## config.mk

```make
export PLATFORM = sky130hd
export DESIGN_NAME = bgtr_mul
export DESIGN_NICKNAME = d
export VERILOG_FILES = /design/src/bgtr_pkg.sv /design/src/bgtr_mul.sv
export SDC_FILE = /design/constraint.sdc
export NUM_CORES = 2
export LEC_CHECK = 0
export ABC_CLOCK_PERIOD_IN_PS = 9700
export BUFFER_PORTS_ARGS = -buffer_cell sky130_fd_sc_hd__buf_2
export CORE_ASPECT_RATIO = 1.2
export CORE_MARGIN = 2
export CORE_UTILIZATION = 37
export CTS_BUF_LIST = sky130_fd_sc_hd__clkbuf_16
export DETAILED_ROUTE_END_ITERATION = 6
export GPL_TIMING_DRIVEN = 1
export SETUP_SLACK_MARGIN = 0.4
export SYNTH_ARGS = -nofsm -noshare
export SYNTH_HDL_FRONTEND = slang
export SYNTH_SLANG_ARGS = --single-unit
```

## constraint.sdc

```tcl
create_clock -name clk -period 9.7 [get_ports clk]
set_input_delay 0 -clock clk [delete_from_list [all_inputs] [get_ports clk]]
set_output_delay 0 -clock clk [all_outputs]
set_load 0.03 [all_outputs]
```

## src/bgtr_pkg.sv

```systemverilog
// bgtr_pkg: shared widths, register indexes and constants of the
// banded gaussian transition row generator; no dependencies
package bgtr_pkg;

	// field widths
	localparam int unsigned RowW   = 11;
	localparam int unsigned MeanW  = 27;
	localparam int unsigned PcW    = 32;
	localparam int unsigned PdW    = 31;
	localparam int unsigned EpsW   = 32;
	localparam int unsigned DensW  = 32;
	localparam int unsigned CntW   = 16;
	localparam int unsigned HwW    = 5;
	localparam int unsigned CfgIdxW = 3;
	localparam int unsigned CfgW   = 32;

	// arithmetic unit widths
	localparam int unsigned MulW    = 32;
	localparam int unsigned DivNumW = 60;
	localparam int unsigned RootW   = 31;
	localparam int unsigned WideW   = 48;

	// configuration register indexes
	localparam logic [CfgIdxW-1:0] CFG_MEAN_PREV  = 3'd0;
	localparam logic [CfgIdxW-1:0] CFG_MEAN_CUR   = 3'd1;
	localparam logic [CfgIdxW-1:0] CFG_PREC_CROSS = 3'd2;
	localparam logic [CfgIdxW-1:0] CFG_PREC_DIAG  = 3'd3;
	localparam logic [CfgIdxW-1:0] CFG_NUM_ROWS   = 3'd4;
	localparam logic [CfgIdxW-1:0] CFG_EPS        = 3'd5;
	localparam logic [CfgIdxW-1:0] CFG_UPPER      = 3'd6;

	// fixed-point constants
	localparam logic [31:0] E_INV_Q32      = 32'd1580030169;
	localparam logic [31:0] INV_TWO_PI_Q32 = 32'd683565276;
	localparam logic [3:0]  EXP_TERMS      = 4'd12;

	// ceil(2^32 / k), used to divide by the series index k
	function automatic logic [31:0] recip_q32(input logic [3:0] k);
		logic [31:0] r;
		case (k)
			4'd2:    r = 32'd2147483648;
			4'd3:    r = 32'd1431655766;
			4'd4:    r = 32'd1073741824;
			4'd5:    r = 32'd858993460;
			4'd6:    r = 32'd715827883;
			4'd7:    r = 32'd613566757;
			4'd8:    r = 32'd536870912;
			4'd9:    r = 32'd477218589;
			4'd10:   r = 32'd429496730;
			4'd11:   r = 32'd390451573;
			4'd12:   r = 32'd357913942;
			default: r = 32'd0;
		endcase
		return r;
	endfunction

endpackage

```

## src/bgtr_mul.sv

```systemverilog
// bgtr_mul: shared 32x32 unsigned multiplier with registered product
// depends on bgtr_pkg
module bgtr_mul import bgtr_pkg::*; (
	input  logic              clk,
	input  logic [MulW-1:0]   op_a,
	input  logic [MulW-1:0]   op_b,
	output logic [2*MulW-1:0] prod
);

	logic [2*MulW-1:0] prod_q;

	// one product per cycle
	always_ff @(posedge clk) begin
		prod_q <= op_a * op_b;
	end

	assign prod = prod_q;

endmodule

```

==> results_dict.tcl <==
set metrics [dict create \
    wl_per_cell_um 20.30 \
    tns_ps 0 \
    worst_pin_slew_ps 923.4 \
    maxCapViolCount 0 \
    crit_path_max_incr_delay_ps 680 \
    drv_slew 0 \
    grt_max_degree 33 \
    synth_warnings 0 \
    syn-cell-area_mm2 0.03468 \
    period_minus_slack_ps 7879 \
    die_x_um 283.5 \
    port_buffers 128 \
    synth_cells 3748 \
    rows 123 \
    largest_reg_flops 64 \
    crit_type "in -> reg" \
    synth-async-reset-ratio 0 \
    hold_viol 0 \
    top_usage_layer "met2" \
    use_met1 0.2469 \
    drtIter0Drc 1348 \
    grt_pass1_wl_um 159000 \
    io_pins 129 \
    path_common_cell "fa_1" \
    via_per_inst 5.041 \
    nNetsFinal 4896 \
    slew_headroom 0.3844 \
    use_met2 0.3979 \
    syn2layout_area_growth_pct 4.943 \
    cts_setup_buffers 0 \
    start_util 0.3718 \
    synth-main-ff-cell "dfxtp_1" \
    fmax_ghz 0.1269 \
    grt_util_all_layers 0.2162 \
    clk_pin_slew_ps 70 \
    ant_nets 0 \
    rsz0062_at_grt "no" \
    drc 0 \
    crit_fanout 32 \
    overflow 0 \
    syn-num-nets 4972 \
    cts_buffers 9 \
    drive_gt1_frac 0.04515 \
    hold_class "in -> reg" \
    avgSynthCellArea_um2 9.252 \
    synth_edf_count 0 \
    coreArea_mm2 0.09326 \
    crit_required_ps 9990 \
    hold_buffers 0 \
    crit_arrival_ps 8170 \
    htreeDepth 3 \
    yosysUniqueCellTypes 57 \
    crit_path_start_kind "primary input" \
    post_cts_resized 0 \
    clock_sink_count 64 \
    slowest_stage "a31oi_1" \
    ys_ff_latch 64 \
    gp_congestion 0.8976 \
    antenna_found_initial 4 \
    synth.yosys.seq_area_share 0.03695 \
    dp_hpwl_um 79330 \
    num_vias 24840 \
    status "finished, final reports clean" \
    cts_root_buffer "clkbuf_16" \
    cts_tree "built" \
    dieArea_mm2 0.09619 \
    setup_viol 0 \
    post-route-period-util 0.8123 \
    endpoint_kind "flip-flop" \
    clock_path_buffers 2 \
    fp.dieH_um 339.4 \
    wirelength_um 100000 \
    grt_pass1_vias 27620 \
    use_met3 0.02009 \
    drtPass1Iterations 5 \
]
cell usage after synthesis, types with 4 or more instances:
master    count  area [um^2]
ha_1        263         3291
o21ai_1       5        25.02
a21o_1       40        300.3
and3_1       14        87.58
a21oi_1      63        315.3
o21a_1        9        67.56
a221o_1       4        40.04
a31oi_1      12        75.07
and2_1      602         3766
o21ai_0      21        105.1
fa_1        896        17940
nor3_1        7        35.03
nand2_1     480         1802
xor2_1       25        219.0
nor2_1       20        75.07
nand4_1      23        143.9
xnor2_1      35        306.5
dfxtp_1      64         1281
o21bai_1     10        75.07
clkbuf_1    213        799.5
nand3_1      10        50.05
inv_1       865         3247
buf_2         6        30.03
placed cells by master (no fill, tap or decap), types with 4 or more instances in the layout:
cell type	synthesis	routed
o21bai_1	10	10
a221o_1	4	4
a21oi_1	63	63
nor2_1	20	20
and2_1	602	602
o21ai_0	21	21
xnor2_1	35	35
and3_1	14	14
inv_1	865	865
buf_4	0	5
nor3_1	7	7
clkbuf_16	0	9
xor2_1	25	25
o21ai_1	5	5
fa_1	896	896
a31oi_1	12	12
dfxtp_1	64	64
buf_2	6	128
nand4_1	23	23
nand2_1	480	480
a21o_1	40	40
ha_1	263	263
o21a_1	9	9
nand3_1	10	10
critical path: cells and delay by family:
family | cells | cell delay [ps]
adder cells (fa/ha/maj) | 9 | 4330
XOR/XNOR | 1 | 170
AND/OR/NAND/NOR | 4 | 1340
AO/OA/AOI/OAI | 4 | 1290
buffers and inverters | 7 | 1010
final timing paths:
kind	startpoint	to	slack, ps	depth (start not counted)
worst max-delay path	op_b[10]	prod[62]	1820	25
worst min-delay path	op_b[0]	prod[0]	280	2
kinds of logic (layout without fill, tap and decap cells):
family | after synthesis | in the layout | synth area share
compound gates | 202 | 202 | 0.04153
xor+xnor | 60 | 60 | 0.01515
fa+ha+maj | 1159 | 1159 | 0.6122
buf+inv | 1085 | 1014 | 0.1177
flops | 64 | 64 | 0.03695
mux | 1 | 1 | 0.0002887
other cells | 0 | 1 | 0
simple gates | 1177 | 1177 | 0.1762
final cells by class:
class	instances	area, um^2
Fill cell	9573	56870
Sequential cell	64	1281
Inverter	865	3247
Timing Repair Buffer	133	678.2
Antenna cell	1	2.502
Tap cell	1250	1564
Clock buffer	9	225.2
Multi-Input combinational cell	2599	29310
Clock inverter	7	77.57
per-layer routing:
layer	wire [um]	vias up	share of wire
met1	36070	13160	0.36
met4	6415	4	0.064
met2	53490	750	0.53
li1	-	10680	-
met3	4028	242	0.040
met5	19	-	0.00019
stage by stage:
step                      setup WS [ps]  hold slack, ps  instances  utilization  instance area [um^2]
final                              1821           279.5       4928       0.3902                 36390
after global routing               1522           295.6       4927       0.3902                 36390
after CTS                          1968           263.3       4927       0.3902                 36390
after detailed placement           1591           434.1       4911       0.3869                 36080
after global placement             1650           434.6       4911       0.3869                 36080
after floorplan                    2947           127.3       3748            -                 34680
Power is left out: the tool's default activity adds up to more than one toggle a clock period on the data nets, which glitch-free logic cannot reach.
