===== src/bgtr_pkg.sv =====
// bgtr_pkg: shared widths, register indexes and constants of the
// banded gaussian transition row generator; no dependencies
package bgtr_pkg;

	// field widths
	localparam int unsigned RowW   = 11;
	localparam int unsigned MeanW  = 27;
	localparam int unsigned PcW    = 32;
	localparam int unsigned PdW    = 31;
	localparam int unsigned EpsW   = 32;
	localparam int unsigned DensW  = 32;
	localparam int unsigned CntW   = 16;
	localparam int unsigned HwW    = 5;
	localparam int unsigned CfgIdxW = 3;
	localparam int unsigned CfgW   = 32;

	// arithmetic unit widths
	localparam int unsigned MulW    = 32;
	localparam int unsigned DivNumW = 60;
	localparam int unsigned RootW   = 31;
	localparam int unsigned WideW   = 48;

	// configuration register indexes
	localparam logic [CfgIdxW-1:0] CFG_MEAN_PREV  = 3'd0;
	localparam logic [CfgIdxW-1:0] CFG_MEAN_CUR   = 3'd1;
	localparam logic [CfgIdxW-1:0] CFG_PREC_CROSS = 3'd2;
	localparam logic [CfgIdxW-1:0] CFG_PREC_DIAG  = 3'd3;
	localparam logic [CfgIdxW-1:0] CFG_NUM_ROWS   = 3'd4;
	localparam logic [CfgIdxW-1:0] CFG_EPS        = 3'd5;
	localparam logic [CfgIdxW-1:0] CFG_UPPER      = 3'd6;

	// fixed-point constants
	localparam logic [31:0] E_INV_Q32      = 32'd1580030169;
	localparam logic [31:0] INV_TWO_PI_Q32 = 32'd683565276;
	localparam logic [3:0]  EXP_TERMS      = 4'd12;

	// ceil(2^32 / k), used to divide by the series index k
	function automatic logic [31:0] recip_q32(input logic [3:0] k);
		logic [31:0] r;
		case (k)
			4'd2:    r = 32'd2147483648;
			4'd3:    r = 32'd1431655766;
			4'd4:    r = 32'd1073741824;
			4'd5:    r = 32'd858993460;
			4'd6:    r = 32'd715827883;
			4'd7:    r = 32'd613566757;
			4'd8:    r = 32'd536870912;
			4'd9:    r = 32'd477218589;
			4'd10:   r = 32'd429496730;
			4'd11:   r = 32'd390451573;
			4'd12:   r = 32'd357913942;
			default: r = 32'd0;
		endcase
		return r;
	endfunction

endpackage


===== src/bgtr_div.sv =====
// bgtr_div: restoring divider, one quotient bit per cycle
// depends on bgtr_pkg
module bgtr_div import bgtr_pkg::*; (
	input  logic               clk,
	input  logic               arst_n,
	input  logic               start,
	input  logic [DivNumW-1:0] dividend,
	input  logic [PdW-1:0]     divisor,
	output logic [DivNumW-1:0] quotient,
	output logic               done
);

	localparam int unsigned CntBits = $clog2(DivNumW);

	logic               busy_q;
	logic [CntBits-1:0] cnt_q;
	logic [PdW-1:0]     rem_q;
	logic [PdW-1:0]     div_q;
	logic [DivNumW-1:0] quo_q;
	logic [PdW:0]       rem_sh;
	logic               q_bit;
	logic [PdW-1:0]     rem_nx;

	// shift in next dividend bit and try the subtract
	always_comb begin
		rem_sh = {rem_q, quo_q[DivNumW-1]};
		q_bit  = rem_sh >= {1'b0, div_q};
		rem_nx = q_bit ? PdW'(rem_sh - {1'b0, div_q}) : rem_sh[PdW-1:0];
	end

	// step counter
	always_ff @(posedge clk or negedge arst_n) begin
		if (!arst_n) begin
			busy_q <= 1'b0;
			cnt_q  <= '0;
		end else if (start) begin
			busy_q <= 1'b1;
			cnt_q  <= CntBits'(DivNumW - 1);
		end else if (busy_q) begin
			if (cnt_q == '0) begin
				busy_q <= 1'b0;
			end else begin
				cnt_q <= cnt_q - 1'b1;
			end
		end
	end

	// partial remainder and quotient shift register
	always_ff @(posedge clk) begin
		if (start) begin
			rem_q <= '0;
			quo_q <= dividend;
			div_q <= divisor;
		end else if (busy_q) begin
			rem_q <= rem_nx;
			quo_q <= {quo_q[DivNumW-2:0], q_bit};
		end
	end

	assign quotient = quo_q;
	assign done     = !busy_q;

endmodule


===== config.mk =====
export PLATFORM = sky130hd
export DESIGN_NAME = bgtr_div
export DESIGN_NICKNAME = d
export VERILOG_FILES = /design/src/bgtr_pkg.sv /design/src/bgtr_div.sv
export SDC_FILE = /design/constraint.sdc
export NUM_CORES = 1
export LEC_CHECK = 0
export BUFFER_PORTS_ARGS = -buffer_cell sky130_fd_sc_hd__buf_4
export CAP_MARGIN = 20
export CORE_ASPECT_RATIO = 1.2
export CORE_MARGIN = 4
export CORE_UTILIZATION = 55
export DETAILED_ROUTE_END_ITERATION = 8
export GPL_TIMING_DRIVEN = 0
export MAX_ROUTING_LAYER = met4
export PLACE_DENSITY = 0.81
export SLEW_MARGIN = 5
export SYNTH_ARGS = -nofsm -noshare
export SYNTH_HDL_FRONTEND = slang
export SYNTH_SLANG_ARGS = --single-unit

===== constraint.sdc =====
create_clock -name clk -period 3.6 [get_ports clk]
set_input_delay 0.72 -clock clk [delete_from_list [all_inputs] [get_ports clk]]
set_output_delay 0.72 -clock clk [all_outputs]
set_load 0.02 [all_outputs]

==> results.sh <==
export IMPL_p_leak_nw=3.93
export IMPL_worst_slew_pin_transition_ns=0.776
export IMPL_start_util_pct=56.2
export IMPL_hold_viol=0
export IMPL_grt_max_degree=35
export IMPL_hold_buffers=0
export IMPL_rsz0062_at_grt="false"
export IMPL_core_mm2=0.0127
export IMPL_vias_per_cell=5.84
export IMPL_synthFlopType="edfxtp_1"
export IMPL_rows=45
export IMPL_cp_end_kind="flip-flop"
export IMPL_maxSlewViolCount=0
export IMPL_die_h_um=133
export IMPL_netlist_instances=630
export IMPL_drt_initial_drc_count=379
export IMPL_grt_overflow=0
export IMPL_wl_per_cell_um=19.0
export IMPL_crit_path_frequent_cell="buf_6"
export IMPL_synth_edff_count=91
export IMPL_power_density_mw_per_mm2=719
export IMPL_synth_area_leaders="edfxtp_1 (38%), mux2_2 (10%), dfxtp_1 (8.7%)"
export IMPL_fillers=877
export IMPL_fp_dieArea_mm2=0.0148
export IMPL_ioPinCount=155
export IMPL_path_class="flip-flop to flip-flop"
export IMPL_antenna_found_initial=0
export IMPL_grt_pass1_wl_mm=29.9
export IMPL_yosysMostFrequentCell="edfxtp_1"
export IMPL_cpLargestDelayFamily="compound AO/OA/AOI/OAI gates"
export IMPL_syn_avg_cell_area_um2=11.3
export IMPL_period_minus_slack_ns=3.26
export IMPL_nets=932
export IMPL_tns_ns=0
export IMPL_crit_slowest_cell="edfxtp_1"
export IMPL_setup_ws_ns=0.339
export IMPL_numCtsBuffers=17
export IMPL_dp_hpwl_mm=13.6
export IMPL_grt_pass1_vias=6031
export IMPL_synthTopCellsByCount="edfxtp_1 (91), mux2_2 (63), nor2_1 (47), inv_1 (42), a21oi_1 (41)"
export IMPL_port_buffers=154
export IMPL_yosysTopAreaCell="edfxtp_1"
export IMPL_critical_path_required_ns=3.93
export IMPL_synth_nets=758
export IMPL_area_growth_syn_to_layout_pct=27.9
export IMPL_fmax_mhz=307
export IMPL_post_cts_buffers=0
export IMPL_antenna_left=0
export IMPL_post_route_util_pct=71.9
export IMPL_crit_path_max_incr_delay_ns=0.44
export IMPL_cts_sinks=129
export IMPL_period_share_pct=90.6
export IMPL_setup_violations=0
export IMPL_ctsHtreeMaxLevel=4
export IMPL_hold_class="input pin to async pin"
export IMPL_arrival_ns=3.59
export IMPL_start_kind="flip-flop"
export IMPL_ys_seq_area_share_pct=49.6
export IMPL_max_slew_margin_pct=48.3
export IMPL_yosys_area_top_type_share_pct=38.4
export IMPL_fin_skew_ns=0.0111
export IMPL_ys_types=74
export IMPL_drive_gt1_share_pct=35.4
export IMPL_ys_ff_latch=129
export IMPL_wl_mm=18.6
export IMPL_grt_usage_pct=26.4
export IMPL_gp_congestion=0.935
export IMPL_fp_dieW_um=112
export IMPL_cts_root_buffer_cell="clkbuf_16"
export IMPL_place_ws_ns=0.456
export IMPL_clock_latency_ns=0.42
export IMPL_synth_area_mm2=0.00712
export IMPL_vias=5727
export IMPL_clockBufferDepth=2
export IMPL_post_cts_resized=0
export IMPL_cap_viol_max_count=0
export IMPL_worst_path_buf_inv=3
export IMPL_crit_chain="inv_1 > ha_1 > fa_1 > nand2b_1 > a21o_1 > a21oi_1 > a211oi_1 > o211ai_2 > buf_6 > buf_6 > nand2_1 > a311oi_1"
export IMPL_path_max_fanout=10
export IMPL_n_antenna_cell=0
export IMPL_synthArstFlopShare_pct=5.43
export IMPL_r2r_end="rem_q[12]"
export IMPL_r2r_start="quotient[59]"
export IMPL_dr_pass1_iters=6
export IMPL_rr_worst_depth=12
export IMPL_drc_errors=0
export IMPL_peakVddDrop_mv=0.366
export IMPL_cts_tree="yes"
export IMPL_ys_warn_count=0
export IMPL_status="finished clean"
export IMPL_path_clk_slew_ns=0.06
export IMPL_regToRegSetupSlack_ns=0.34
-- placed cells by master (no fill, tap or decap), drive strengths merged, types with 14 or more instances in the layout --
cell | netlist | final
buf | 7 | 162
edfxtp | 91 | 91
mux2 | 64 | 64
nor2 | 48 | 48
inv | 42 | 47
a21oi | 42 | 42
nand2 | 39 | 39
clkbuf | 21 | 38
ha | 33 | 33
dfxtp | 31 | 31
o21ai | 24 | 24
a211oi | 21 | 21
xnor2 | 14 | 14
-- where the power goes --
group / switching (W) / internal, W
Clock: 0.000677 / 0.00110
Combinational: 0.00151 / 0.00119
Sequential: 0.000196 / 0.00188
-- cell type report --
type	instances	area [um^2]	area share (%)
buffer	28	176	1.94
inverter	42	158	1.73
clock buffer	17	425	4.67
tap	164	205	2.25
clock inverter	15	183	2.01
sequential	129	3530	38.7
multi-input combinational	431	3260	35.8
timing repair buffer	155	1180	12.9
-- sequential cells by signal, summed over array words and instances (netlist names) --
signal,flops
cnt_q,6
quotient,60
rem_q,31
div_q,31
busy_q,1
-- routing by layer --
| metal | part of all wire (%) | global-route usage [%] | up-vias |
|---|---|---|---|
| li1 | - | - | 2687 |
| met1 | 39 | 30.8 | 2733 |
| met2 | 50 | 42.7 | 257 |
| met3 | 8.4 | 7.37 | 50 |
| met4 | 2.9 | 11.6 | 0 |
| met5 | 0 | - | - |
-- metrics by stage --
step	hold slack [ns]	total power (W)	cells	instance area (um^2)
4_1_cts	0.0833	0.00654	981	9110
3_3_place_gp	0.479	0.00465	948	8480
6_report	0.102	0.00655	981	9110
3_5_place_dp	0.486	0.00473	949	8500
2_1_floorplan	0.424	0.00401	630	7120
5_1_grt	0.0943	0.00693	981	9110
-- cell families (layout without fill, tap and decap cells) --
kind of cell / Yosys count / count (layout) / share of synthesized area [%]
buf+inv: 70 / 257 / 4.69
compound gates: 145 / 145 / 14.4
fa+ha+maj: 34 / 34 / 6.08
mux: 72 / 72 / 11.3
xor+xnor: 23 / 23 / 2.83
flops: 129 / 129 / 49.6
simple gates: 157 / 157 / 11.2
-- worst max-delay path by stage --
stage	startpoint	to	slack, ns	depth (start not counted)
floorplan	quotient[59]	rem_q[27]	0.87	11
global placement	quotient[59]	rem_q[13]	0.49	12
detailed placement	quotient[59]	rem_q[13]	0.46	12
CTS	quotient[59]	rem_q[12]	0.37	12
global route	quotient[59]	rem_q[26]	0.20	12
finish	quotient[59]	rem_q[12]	0.34	12
No activity file was read; power rests on OpenSTA's default activity.
