## src/bgtr_pkg.sv

```systemverilog
// bgtr_pkg: shared widths, register indexes and constants of the
// banded gaussian transition row generator; no dependencies
package bgtr_pkg;

	// field widths
	localparam int unsigned RowW   = 11;
	localparam int unsigned MeanW  = 27;
	localparam int unsigned PcW    = 32;
	localparam int unsigned PdW    = 31;
	localparam int unsigned EpsW   = 32;
	localparam int unsigned DensW  = 32;
	localparam int unsigned CntW   = 16;
	localparam int unsigned HwW    = 5;
	localparam int unsigned CfgIdxW = 3;
	localparam int unsigned CfgW   = 32;

	// arithmetic unit widths
	localparam int unsigned MulW    = 32;
	localparam int unsigned DivNumW = 60;
	localparam int unsigned RootW   = 31;
	localparam int unsigned WideW   = 48;

	// configuration register indexes
	localparam logic [CfgIdxW-1:0] CFG_MEAN_PREV  = 3'd0;
	localparam logic [CfgIdxW-1:0] CFG_MEAN_CUR   = 3'd1;
	localparam logic [CfgIdxW-1:0] CFG_PREC_CROSS = 3'd2;
	localparam logic [CfgIdxW-1:0] CFG_PREC_DIAG  = 3'd3;
	localparam logic [CfgIdxW-1:0] CFG_NUM_ROWS   = 3'd4;
	localparam logic [CfgIdxW-1:0] CFG_EPS        = 3'd5;
	localparam logic [CfgIdxW-1:0] CFG_UPPER      = 3'd6;

	// fixed-point constants
	localparam logic [31:0] E_INV_Q32      = 32'd1580030169;
	localparam logic [31:0] INV_TWO_PI_Q32 = 32'd683565276;
	localparam logic [3:0]  EXP_TERMS      = 4'd12;

	// ceil(2^32 / k), used to divide by the series index k
	function automatic logic [31:0] recip_q32(input logic [3:0] k);
		logic [31:0] r;
		case (k)
			4'd2:    r = 32'd2147483648;
			4'd3:    r = 32'd1431655766;
			4'd4:    r = 32'd1073741824;
			4'd5:    r = 32'd858993460;
			4'd6:    r = 32'd715827883;
			4'd7:    r = 32'd613566757;
			4'd8:    r = 32'd536870912;
			4'd9:    r = 32'd477218589;
			4'd10:   r = 32'd429496730;
			4'd11:   r = 32'd390451573;
			4'd12:   r = 32'd357913942;
			default: r = 32'd0;
		endcase
		return r;
	endfunction

endpackage

```

## src/bgtr_root.sv

```systemverilog
// bgtr_root: integer square root, one result bit per cycle
// depends on bgtr_pkg
module bgtr_root import bgtr_pkg::*; (
	input  logic             clk,
	input  logic             arst_n,
	input  logic             start,
	input  logic [63:0]      radicand,
	output logic [RootW-1:0] root,
	output logic             done
);

	logic        busy_q;
	logic [63:0] bit_q;
	logic [63:0] v_q;
	logic [63:0] res_q;
	logic [63:0] trial;
	logic        take;

	always_comb begin
		trial = res_q + bit_q;
		take  = v_q >= trial;
	end

	// bit walks down by two places from the top
	always_ff @(posedge clk or negedge arst_n) begin
		if (!arst_n) begin
			busy_q <= 1'b0;
			bit_q  <= '0;
		end else if (start) begin
			busy_q <= 1'b1;
			bit_q  <= 64'h4000_0000_0000_0000;
		end else if (busy_q) begin
			bit_q <= bit_q >> 2;
			if (bit_q == 64'd1) begin
				busy_q <= 1'b0;
			end
		end
	end

	// remainder and root
	always_ff @(posedge clk) begin
		if (start) begin
			v_q   <= radicand;
			res_q <= '0;
		end else if (busy_q) begin
			if (take) begin
				v_q   <= v_q - trial;
				res_q <= (res_q >> 1) + bit_q;
			end else begin
				res_q <= res_q >> 1;
			end
		end
	end

	assign root = res_q[RootW-1:0];
	assign done = !busy_q;

endmodule
```

## config.mk

```make
export PLATFORM = sky130hd
export DESIGN_NAME = bgtr_root
export DESIGN_NICKNAME = d
export VERILOG_FILES = /design/src/bgtr_pkg.sv /design/src/bgtr_root.sv
export SDC_FILE = /design/constraint.sdc
export NUM_CORES = 1
export LEC_CHECK = 0
export ABC_AREA = 1
export ABC_CLOCK_PERIOD_IN_PS = 8200
export BUFFER_PORTS_ARGS = -buffer_cell sky130_fd_sc_hd__clkbuf_2
export CORE_MARGIN = 2
export CORE_UTILIZATION = 25
export CTS_BUF_LIST = sky130_fd_sc_hd__clkbuf_8
export DETAILED_ROUTE_END_ITERATION = 7
export GPL_ROUTABILITY_DRIVEN = 0
export MAX_ROUTING_LAYER = met4
export PLACE_DENSITY = 0.36
export SYNTH_ARGS = -nofsm -noshare
export SYNTH_HDL_FRONTEND = slang
export SYNTH_SLANG_ARGS = --single-unit
```

## constraint.sdc

```tcl
create_clock -name clk -period 8.2 [get_ports clk]
set_clock_uncertainty 0.2 [all_clocks]
set_input_delay 0 -clock clk [delete_from_list [all_inputs] [get_ports clk]]
set_output_delay 0 -clock clk [all_outputs]
set_load 0.1 [all_outputs]
```

==> flow_summary.json <==
{
  "tightestPinTransition_ns": 1.154,
  "rsz0062_at_grt": "no",
  "h-tree-depth": 4,
  "row_count": 103,
  "setup_viol": 0,
  "grt_max_degree": 82,
  "finalNonFillerCells": 4649,
  "min_path_type": "input pin to register",
  "die_h_um": 285.1,
  "holdPathStages": 4,
  "dieArea_mm2": 0.08130,
  "clk_pin_slew_ns": 0.11,
  "worst_hold_slack_ns": 0.03529,
  "drtAntennaViolNets": 0,
  "p_leak_nw": 10.20,
  "path_class": "register to register",
  "setup_tns_ns": 0,
  "critPathLaunchType": "register",
  "cts_tree": "yes",
  "ys_types": 52,
  "cts_root_buf": "clkbuf_8",
  "grt_pass1_wl_mm": 137.7,
  "reg2reg_slack_ns": 2.39,
  "dp_cells": 4489,
  "fin_crit_sh_pct": 70.79,
  "cts_sinks": 161,
  "cp_max_fo": 81,
  "hpwl_mm": 77.75,
  "synth_edf_count": 64,
  "port_buffers": 98,
  "min_to": "v_q[27]",
  "seq_area_frac_synth_pct": 20.39,
  "max_freq_ghz": 0.1723,
  "fill_cells": 9200,
  "hold_violations": 0,
  "areaGrowthSynthToFinish_pct": 15.39,
  "design_area_mm2": 0.02280,
  "p_per_area_mw_per_mm2": 308.9,
  "dr.pass1.iters": 7,
  "syn_avg_cell_area_um2": 5.788,
  "r2r_start": "res_q[12]",
  "finalWorstPathRequiredPeriod_ns": 5.805,
  "start_util_pct": 25.14,
  "grt-ovfl-total": 0,
  "syn_area_mm2": 0.01976,
  "antenna_found_initial": 1,
  "ir_drop_mv": 0.1920,
  "final_util_pct": 29.00,
  "layout-drive-gt1-share_pct": 6.392,
  "core-area_mm2": 0.07861,
  "clk_latency_ns": 0.62,
  "num_vias": 22060,
  "yosysWarnings": 0,
  "place_area_mm2": 0.02115,
  "netlist_instances": 3414,
  "drc_errors": 0,
  "crit_arrival_ns": 6.11,
  "hold_start": "radicand[27]",
  "cts_buffers": 17,
  "synth_flop_cell": "edfxtp_1",
  "post_cts_resize_count": 0,
  "track_usage_pct": 23.48,
  "ys_async_sr_fraction_pct": 20.50,
  "die_w_um": 285.1,
  "cp.required_ns": 8.51,
  "r2r-end": "res_q[37]",
  "wl_per_cell_um": 19.96,
  "synthesis.nets": 3612,
  "reg2regPathDepth": 23,
  "drtIter0Drc": 1237,
  "cp-end-kind": "register",
  "routed_via_density": 4.745,
  "nNetsFinal": 3783,
  "postRouteWirelength_mm": 92.79,
  "yosys_register_bits": 161,
  "grt_pass1_vias": 22260,
  "pin_count": 99,
  "maxCapViolCount": 0,
  "clockBufferDepth": 2,
  "relSlewSlack_pct": 23.00,
  "status": "finished clean",
  "drv_slew": 0
}
[layout by cell type (no fill, tap or decap), types with 6 or more instances in the layout]
cell type and n:
a21o_1 10, a21oi_1 172, a31oi_1 6, buf_4 12, clkbuf_2 97, clkbuf_8 18
dfrtp_1 33, dfxtp_1 64, dlygate4sd3_1 126, edfxtp_1 64, ha_1 130, inv_1 507
inv_2 12, nand2_1 1133, nand2_2 8, nand3_1 290, nand3_2 20, nand3b_1 22
nand4_1 40, nor2_1 365, nor2_2 13, nor3_1 38, nor4_1 8, o21a_1 8
o21ai_0 138, o21ai_1 50, o21bai_1 23, o22ai_1 31, or2_2 17, xnor2_1 47
xor2_1 41
[report_power, final]
group          internal [mW]  total, mW  switching, mW
Clock                  0.228      0.657          0.429
Combinational           1.50       4.90           3.40
Sequential              1.19       1.49          0.300
Total                   2.92       7.04           4.13
[worst max-delay path by stage]
stage / endpoint / start / depth (start not counted) / slack, ns
global route: res_q[37] / res_q[18] / 24 / 2.00
finish: res_q[37] / res_q[12] / 23 / 2.39
CTS: res_q[37] / res_q[12] / 23 / 2.39
detailed placement: res_q[37] / res_q[12] / 23 / 2.42
global placement: res_q[41] / res_q[12] / 23 / 2.40
floorplan: v_q[0] / bit_q[0] / 24 / 0.81
[state kept, by name, indices dropped and copies added (netlist names)]
| register | flops |
|---|---|
| busy_q | 1 |
| bit_q | 32 |
| v_q | 64 |
| res_q | 64 |
[layout make-up]
type	instances	area, um2	share of cell area [%]
multi-input cells	2650	13280	58.24
flip-flops and latches	161	4029	17.67
inverters	519	1948	8.544
repair buffers	236	1857	8.144
well taps	1050	1314	5.762
clock buffers	18	247.7	1.087
clock inverters	14	122.6	0.5378
diodes	1	2.502	0.01098
[cells by family after synthesis]
family | Yosys count | share of synthesized area [%]
flops | 161 | 20.39
fa+ha+maj | 131 | 8.333
xor+xnor | 88 | 3.900
simple gates | 1968 | 41.92
buf+inv | 603 | 12.56
compound gates | 463 | 12.90
[Yosys cell counts, types with 10 or more instances]
master    count  area, um2
o21ai_1      50      250.2
nor2_1      367       1378
nand4_1      40      250.2
inv_2        11      41.29
nand3_2      20      200.2
xnor2_1      47      411.6
edfxtp_1     64       1922
dfrtp_1      33      825.8
dfxtp_1      64       1281
nor3_1       38      190.2
or2_2        17      106.4
inv_1       507       1903
o22ai_1      31      193.9
nand3b_1     22      165.2
a21oi_1     172      860.8
buf_4        38      285.3
clkbuf_1     22      82.58
nand2_1    1133       4253
nand3_1     290       1451
ha_1        130       1627
a21o_1       10      75.07
o21bai_1     23      172.7
o21ai_0     138      690.7
xor2_1       41      359.1
nor2_2       13      81.33
[repair_timing]
item,4_1_cts,5_1_grt
hold buffers,127,0
buffers inserted,0,0
hold endpoints to repair,117,0
[routing by layer]
layer	routed length, um	GRT usage (%)	share of wire, %	vias to the layer above
li1	-	-	-	11310
met1	43900	30.63	47	10240
met2	43430	38.20	47	405
met3	2698	2.112	2.9	102
met4	2771	7.605	3.0	0
met5	0	-	0	-
[metrics by stage]
| stage | power (mW) | setup slack [ns] |
|---|---|---|
| after floorplan | 4.892 | 0.8116 |
| after global routing | 7.694 | 2.001 |
| final | 7.043 | 2.395 |
| after CTS | 7.064 | 2.386 |
| after global placement | 6.385 | 2.397 |
| after detailed placement | 6.332 | 2.420 |
[critical path: stages, from the launching register on]
cell and delay, ns:
dfxtp_1 0.45, ha_1 0.44, nand2_1 0.11, o21ai_1 0.28
nand2_1 0.15, o21ai_0 0.31, inv_1 0.07, nand2_1 0.16
nand2_1 0.07, a22oi_1 0.31, xnor2_1 0.28, ha_1 0.45
nand2_1 0.12, nor2_1 0.14, inv_2 0.07, nor2_2 0.14
nand2_1 0.15, nor3_4 0.25, nand2_4 0.20, nand2_4 0.72
buf_4 0.31, nand3_1 0.08, nand3_1 0.10, nand2_1 0.06
No activity file was read; power rests on OpenSTA's default activity.
